[src/sv/xxrf_pkg.sv]
// ----------------------------------------------------------------------------
// xxrf_pkg
// Shared codes and constants of the XON/XOFF receive FIFO.
// ----------------------------------------------------------------------------
package xxrf_pkg;

    // Flow control characters sent toward the remote sender
    localparam logic [7:0] XON_CHAR  = 8'h11;
    localparam logic [7:0] XOFF_CHAR = 8'h13;

    // Configuration register indexes
    localparam logic [7:0] CFG_HIGH_LIMIT = 8'd0;
    localparam logic [7:0] CFG_LOW_LIMIT  = 8'd1;

    // Reset values of the limits
    localparam logic [7:0] HIGH_LIMIT_RESET = 8'd64;
    localparam logic [7:0] LOW_LIMIT_RESET  = 8'd8;

    // Input operation carried in tuser
    typedef enum logic
    {
        OP_PUSH = 1'b0,
        OP_POP  = 1'b1
    } op_t;

    // Result kind carried in tuser
    typedef enum logic [1:0]
    {
        KIND_FLOW = 2'd0,
        KIND_BYTE = 2'd1,
        KIND_DROP = 2'd2
    } kind_t;

endpackage

[src/sv/xon_xoff_receive_fifo.sv]
// ----------------------------------------------------------------------------
// xon_xoff_receive_fifo
// Receive byte FIFO with XON/XOFF hysteresis flow control toward the sender.
// ----------------------------------------------------------------------------
// A push item (tuser = 0) stores the byte in tdata. When the count after the
// push exceeds high_limit while flow is on, one result goes out: XOFF (0x13)
// with kind 0, and flow turns off. A push into a full store keeps nothing and
// returns the byte with kind 2. A pop item (tuser = 1) removes the oldest
// byte and returns it with kind 1; when the count left is below low_limit
// while flow is off, an XON (0x11) with kind 0 and tlast low goes out first,
// and flow turns on. A pop of an empty store and a push without a flow change
// return nothing. The store is a single-port write, single-port
// registered-read memory, and the pointers, count, flow state and result
// stage update at the accepting edge, so a new item can be taken every cycle
// as long as results are drained. A pop that sends XON holds two output
// beats; the input waits for the second to leave. The limit registers reset
// to 64 and 8 and are written through the cfg channel; the user must write
// them only while the block is idle; the block does not enforce it. Writes
// to other indexes are ignored. There is no clearing pass after reset.
// ----------------------------------------------------------------------------
module xon_xoff_receive_fifo #(
    parameter int DEPTH = 256
) (
    input  logic       clk,
    input  logic       rst_n,

    // Input items
    input  logic       s_axis_tvalid,
    output logic       s_axis_tready,
    input  logic [7:0] s_axis_tdata,   // [7:0] rx_byte
    input  logic       s_axis_tuser,   // [0] op

    // Result items
    output logic       m_axis_tvalid,
    input  logic       m_axis_tready,
    output logic [7:0] m_axis_tdata,   // [7:0] value
    output logic [1:0] m_axis_tuser,   // [1:0] kind
    output logic       m_axis_tlast,

    // Configuration writes
    input  logic       cfg_valid,
    output logic       cfg_ready,
    input  logic [7:0] cfg_index,
    input  logic [7:0] cfg_data
);

    import xxrf_pkg::*;

    localparam int AW   = (DEPTH > 1) ? $clog2(DEPTH) : 1;
    localparam int CW   = $clog2(DEPTH + 1);
    localparam int CMPW = (CW > 8) ? CW + 1 : 9;

    localparam logic [AW-1:0] LAST_ADDR = AW'(DEPTH - 1);
    localparam logic [CW-1:0] FULL_CNT  = CW'(DEPTH);

    // Byte store, written and read in clocked blocks
    logic [7:0]    mem_reg [DEPTH];
    logic [7:0]    rd_data_reg;

    // Pointers, count and flow state
    logic [AW-1:0] wptr_reg, wptr_next;
    logic [AW-1:0] rptr_reg, rptr_next;
    logic [CW-1:0] count_reg, count_next;
    logic          flow_on_reg, flow_on_next;

    // Limits
    logic [7:0]    high_limit_reg;
    logic [7:0]    low_limit_reg;

    // Output stage
    logic          out_valid_reg, out_valid_next;
    logic          xon_pending_reg, xon_pending_next;
    logic          from_mem_reg, from_mem_next;
    kind_t         out_kind_reg, out_kind_next;
    logic [7:0]    out_value_reg, out_value_next;

    logic          in_fire;
    logic          out_fire;
    logic          do_push;
    logic          do_pop;
    logic          is_full;
    logic          is_empty;
    logic [CMPW-1:0] count_up;
    logic [CMPW-1:0] count_down;

    assign cfg_ready = 1'b1;

    // Take a new item when the stage is empty or its final beat leaves now
    assign s_axis_tready = !out_valid_reg || (m_axis_tready && !xon_pending_reg);
    assign in_fire       = s_axis_tvalid && s_axis_tready;
    assign out_fire      = m_axis_tvalid && m_axis_tready;

    assign is_full  = (count_reg == FULL_CNT);
    assign is_empty = (count_reg == '0);
    assign do_push  = in_fire && (op_t'(s_axis_tuser) == OP_PUSH) && !is_full;
    assign do_pop   = in_fire && (op_t'(s_axis_tuser) == OP_POP) && !is_empty;

    // Count after the operation, wide enough to compare with the limits
    assign count_up   = CMPW'(count_reg) + CMPW'(1);
    assign count_down = CMPW'(count_reg) - CMPW'(1);

    always_comb
    begin
        wptr_next        = wptr_reg;
        rptr_next        = rptr_reg;
        count_next       = count_reg;
        flow_on_next     = flow_on_reg;
        out_valid_next   = out_valid_reg;
        xon_pending_next = xon_pending_reg;
        from_mem_next    = from_mem_reg;
        out_kind_next    = out_kind_reg;
        out_value_next   = out_value_reg;

        // Advance the output stage
        if (out_fire)
        begin
            if (xon_pending_reg)
            begin
                xon_pending_next = 1'b0;
            end
            else
            begin
                out_valid_next = 1'b0;
            end
        end

        if (in_fire)
        begin
            if (op_t'(s_axis_tuser) == OP_PUSH)
            begin
                if (is_full)
                begin
                    // Drop the byte and report it
                    out_valid_next   = 1'b1;
                    xon_pending_next = 1'b0;
                    from_mem_next    = 1'b0;
                    out_kind_next    = KIND_DROP;
                    out_value_next   = s_axis_tdata;
                end
                else
                begin
                    wptr_next  = (wptr_reg == LAST_ADDR) ? '0 : wptr_reg + AW'(1);
                    count_next = count_reg + CW'(1);
                    if (flow_on_reg && (count_up > CMPW'(high_limit_reg)))
                    begin
                        flow_on_next     = 1'b0;
                        out_valid_next   = 1'b1;
                        xon_pending_next = 1'b0;
                        from_mem_next    = 1'b0;
                        out_kind_next    = KIND_FLOW;
                        out_value_next   = XOFF_CHAR;
                    end
                end
            end
            else if (!is_empty)
            begin
                rptr_next        = (rptr_reg == LAST_ADDR) ? '0 : rptr_reg + AW'(1);
                count_next       = count_reg - CW'(1);
                out_valid_next   = 1'b1;
                from_mem_next    = 1'b1;
                out_kind_next    = KIND_BYTE;
                xon_pending_next = 1'b0;
                if (!flow_on_reg && (count_down < CMPW'(low_limit_reg)))
                begin
                    // Send XON ahead of the byte
                    flow_on_next     = 1'b1;
                    xon_pending_next = 1'b1;
                end
            end
        end
    end

    // Drive the result beat
    always_comb
    begin
        m_axis_tvalid = out_valid_reg;
        if (xon_pending_reg)
        begin
            m_axis_tuser = KIND_FLOW;
            m_axis_tdata = XON_CHAR;
            m_axis_tlast = 1'b0;
        end
        else
        begin
            m_axis_tuser = out_kind_reg;
            m_axis_tdata = from_mem_reg ? rd_data_reg : out_value_reg;
            m_axis_tlast = 1'b1;
        end
    end

    // Store write
    always_ff @(posedge clk)
    begin
        if (do_push)
        begin
            mem_reg[wptr_reg] <= s_axis_tdata;
        end
    end

    // Store read, held until the next pop
    always_ff @(posedge clk)
    begin
        if (do_pop)
        begin
            rd_data_reg <= mem_reg[rptr_reg];
        end
    end

    // Control state
    always_ff @(posedge clk or negedge rst_n)
    begin
        if (!rst_n)
        begin
            wptr_reg        <= '0;
            rptr_reg        <= '0;
            count_reg       <= '0;
            flow_on_reg     <= 1'b1;
            out_valid_reg   <= 1'b0;
            xon_pending_reg <= 1'b0;
            from_mem_reg    <= 1'b0;
            out_kind_reg    <= KIND_FLOW;
        end
        else
        begin
            wptr_reg        <= wptr_next;
            rptr_reg        <= rptr_next;
            count_reg       <= count_next;
            flow_on_reg     <= flow_on_next;
            out_valid_reg   <= out_valid_next;
            xon_pending_reg <= xon_pending_next;
            from_mem_reg    <= from_mem_next;
            out_kind_reg    <= out_kind_next;
        end
    end

    // Payload of the output stage
    always_ff @(posedge clk)
    begin
        out_value_reg <= out_value_next;
    end

    // Limit registers
    always_ff @(posedge clk or negedge rst_n)
    begin
        if (!rst_n)
        begin
            high_limit_reg <= HIGH_LIMIT_RESET;
            low_limit_reg  <= LOW_LIMIT_RESET;
        end
        else if (cfg_valid && cfg_ready)
        begin
            unique case (cfg_index)
                CFG_HIGH_LIMIT: high_limit_reg <= cfg_data;
                CFG_LOW_LIMIT:  low_limit_reg  <= cfg_data;
                default:        ;
            endcase
        end
    end

endmodule

[config.mk]
export PLATFORM = sky130hd
export DESIGN_NAME = xon_xoff_receive_fifo
export DESIGN_NICKNAME = d
export VERILOG_FILES = /design/src/sv/xxrf_pkg.sv /design/src/sv/xon_xoff_receive_fifo.sv
export SDC_FILE = /design/constraint.sdc
export NUM_CORES = 2
export LEC_CHECK = 0
export ABC_AREA = 0
export BUFFER_PORTS_ARGS = -buffer_cell sky130_fd_sc_hd__buf_2
export CAP_MARGIN = 10
export CORE_MARGIN = 10
export CORE_UTILIZATION = 50
export CTS_BUF_LIST = sky130_fd_sc_hd__clkbuf_4
export DETAILED_ROUTE_END_ITERATION = 6
export HOLD_SLACK_MARGIN = 0.06
export PLACE_DENSITY = 0.69
export SLEW_MARGIN = 10
export SYNTH_ARGS = -nofsm -noshare
export SYNTH_HDL_FRONTEND = slang
export SYNTH_SLANG_ARGS = --single-unit
[constraint.sdc]
create_clock -name clk -period 9.05 [get_ports clk]
set_input_delay 0.905 -clock clk [delete_from_list [all_inputs] [get_ports clk]]
set_output_delay 0.905 -clock clk [all_outputs]
set_load 0.1 [all_outputs]
==> summary.md <==
| Metric | Value |
|---|---|
| Crit path required time | `about 10 ns` |
| Seq/Total Area, Yosys | `75.28%` |
| DIE AREA | `between 0.15 and 0.2 mm^2` |
| Ports | `between 40 and 50` |
| Slew Limit Fails | `0` |
| Hpwl dp | `~130,000 um` |
| Net count, final | `4,685` |
| Clk Latency, worst-skew pair | `roughly 1.4 ns` |
| Drt initial violations | `5,999` |
| Post-synthesis cell count | `about 4.2k` |
| Layout area overhead | `10.68%` |
| Synth Flop Type | `edfxtp_1` |
| Post-synth EDFFs | `slightly above 2k` |
| Area leader, netlist | `edfxtp_1` |
| Setup Viol. Count Final | `0` |
| FF+latch area | `about 0.063 mm^2` |
| CP Launch Type | `flop` |
| Cell Rows | `150` |
| Post-CTS Setup Repair Bufs | `0` |
| Multi-input logic area | `0.01874 mm^2` |
| Clk slew on worst S/H paths | `around 0.07 ns` |
| Overall power | `approximately 27,000 uW` |
| First-pass GRT wire length | `about 320,000 um` |
| Starting Density | `between 50% and 60%` |
| Pwr/cell area | `between 200 and 300 mW/mm^2` |
| Initial antenna violation count | `7` |
| CTS Buffer Depth | `4` |
| Worst-Margin Slew | `~1.3 ns` |
| Hold Crit Class | `primary input to flop` |
| Most frequent cell after synthesis | `edfxtp_1` |
| Hold Fails Final Rpt | `0` |
| Status | `complete, no violations` |
| Unrepaired setup endpoints after global routing | `no` |
| Critical path capture point type | `flop` |
| DIE HEIGHT | `429.6 um` |
| Grt ovf | `0` |
| Static Leak | `~0.03 uW` |
| Relative slew slack | `between 10 and 15%` |
| Vias in the first global route | `45.84k` |
| Yosys cell types | `84` |
| Residual DRC count | `0` |
| Cells after DPL | `about 6.3k` |
| Hold Buf Count CTS | `28` |
| F_max | `between 150 and 200 MHz` |
| Remaining antenna violation count | `0` |
| Final Skew | `about 0.14 ns` |
| Sum Neg Setup Slack | `0 ns` |
| Clock buffer count from CTS | `548` |
| Tmin final | `5.137 ns` |
| Post-synth top area share | `around three quarters` |
| Flops & latches, synth | `2,110` |
| Crit-path max FO | `36` |
| WP data arrival | `a little over 6 ns` |
| CTS tree | `built` |
| DR vias/cell | `6.322` |
| Avg WL per Cell | `31.04 um` |
| Synth area leaders | `edfxtp_1 74%, mux4_2 11%, mux2i_1 2.3%` |
| Initial DRT Pass Iterations | `7` |
| GPL Wtd Cong | `0.8668` |
| Max_cap viols | `0` |
| Syn Nets | `between 4k and 5k` |
| Htree depth | `6` |
| Clock root cell | `clkbuf_4` |
| Total number of vias | `around 45k` |
| CORE AREA | `roughly 0.17 mm^2` |
| Top post-synthesis cells by count | `2,064 x edfxtp_1, 398 x mux4_2, 310 x nor2_1, 194 x mux2i_1, 119 x nand2_1` |
| Die Wd | `about 430 um` |
| Post-synth ARST share | `about 2.2%` |
| Number of flip-flops in the largest register | `between 2k and 2.5k` |
| Post-cts repair resize count | `0` |
| Cell Area, Synth | `approximately 0.084 mm^2` |
| CTS sink count | `~2.1k` |
| Syn Area/Cell | `~20 um^2` |
| Synth warn | `0` |
| Gr usage total | `23.86%` |
| Peak supply drop | `~0.20 mV` |
| Total routed wirelength | `approximately 220,000 um` |
| Final Cycle Share | `56.76%` |
| WS Path Type | `flop to flop` |
| Fin cells | `slightly above 7k` |
| Fillers | `approximately 13k` |
| Input/output buffers | `42` |
| Largest net degree at the start of global routing | `approximately 160` |
| Share of cells above drive strength 1 | `between 20% and 30%` |
==> cells in the final DEF (no fill, tap or decap), drive strengths merged, types with 13 or more instances in the layout <==
cell type and instances:
buf 127, mux2i 194, ha 30, nor2 310
mux4 440, nand2b 13, edfxtp 2064, dfrtp 43
a21oi 93, a211oi 17, o22ai 32, nor3 32
mux2 25, clkbuf 792, o221ai 29, o21ai 74
and2 13, nand2 119, a22oi 48, a22o 21
dlygate4sd3 28, xnor2 14, nand3 41, a221oi 53
clkinv 96, inv 52, nand4 14, nor2b 14
o31ai 13
==> through the flow <==
stage / cell area [um^2] / worst slack (ns) / hold WS [ns] / utilization (%)
after global placement: 85840 / 3.874 / 0.4872 / 51.39
after floorplan: 83870 / 5.880 / 0.4737 / -
after detailed placement: 85840 / 4.015 / 0.4933 / 51.39
after global routing: 92820 / 3.802 / 0.1576 / 55.57
after CTS: 92810 / 4.003 / 0.06691 / 55.56
final: 92820 / 3.913 / 0.1891 / 55.57
==> cell type report <==
type                       instances  area share [%]
clock inverter                   124          0.8708
clock buffer                     784           6.341
sequential                      2110           68.04
antenna                            5         0.01348
multi-input combinational       1762           20.19
inverter                          39          0.1604
tap                             2204           2.971
timing repair buffer             163           1.423
==> kinds of logic after synthesis <==
kind of cell             share of synthesized area (%)
flip-flops                                       75.28
buffers and inverters                            2.426
AO/OA/AOI/OAI                                    3.804
AND/OR/NAND/NOR                                  3.097
XOR/XNOR                                        0.2611
multiplexers                                     14.66
adder cells (fa/ha/maj)                         0.4714
other                                         0.004471
==> final timing paths <==
kind                       slack (ns)          endpoint        startpoint  cells past startpoint
hold reg to reg                  0.51  low_limit_reg[0]  low_limit_reg[0]                      1
setup / recovery                 3.91    rd_data_reg[4]       rptr_reg[0]                      8
max in group asynchronous        8.27       rptr_reg[3]             rst_n                      3
setup reg to reg                 3.91    rd_data_reg[4]       rptr_reg[0]                      8
min in group asynchronous        0.23  low_limit_reg[4]             rst_n                      3
hold / removal                   0.19    mem_reg[28][6]   s_axis_tdata[6]                      1
==> worst max-delay path, stage by stage, from the launching register on <==
cell and delay, ns:
dfrtp_4 0.85, buf_4 0.65, buf_4 0.72, mux4_2 0.65, and3_1 0.21, a311oi_1 0.28
o221ai_1 0.19, o31ai_1 0.93, o32ai_1 0.22
==> report_power, final <==
group / total [uW] / leakage [uW] / internal [uW] / switching (uW)
clock network: 8060 / 0.00402 / 4300 / 3750
logic: 7540 / 0.00666 / 2770 / 4770
registers: 11100 / 0.0191 / 10800 / 277
==> metal layers <==
layer  global-route usage [%]  vias to the layer above  routed length (um)  share of wire [%]
li1                         -                    18450                   -                  -
met1                    31.74                    23380               82440                 37
met2                    36.05                     3008              102700                 46
met3                    6.968                      616               26470                 12
met4                    11.83                        8               11520                5.2
met5                        0                        -                  52              0.023
Note: power is estimated with default switching activity, not from simulation.
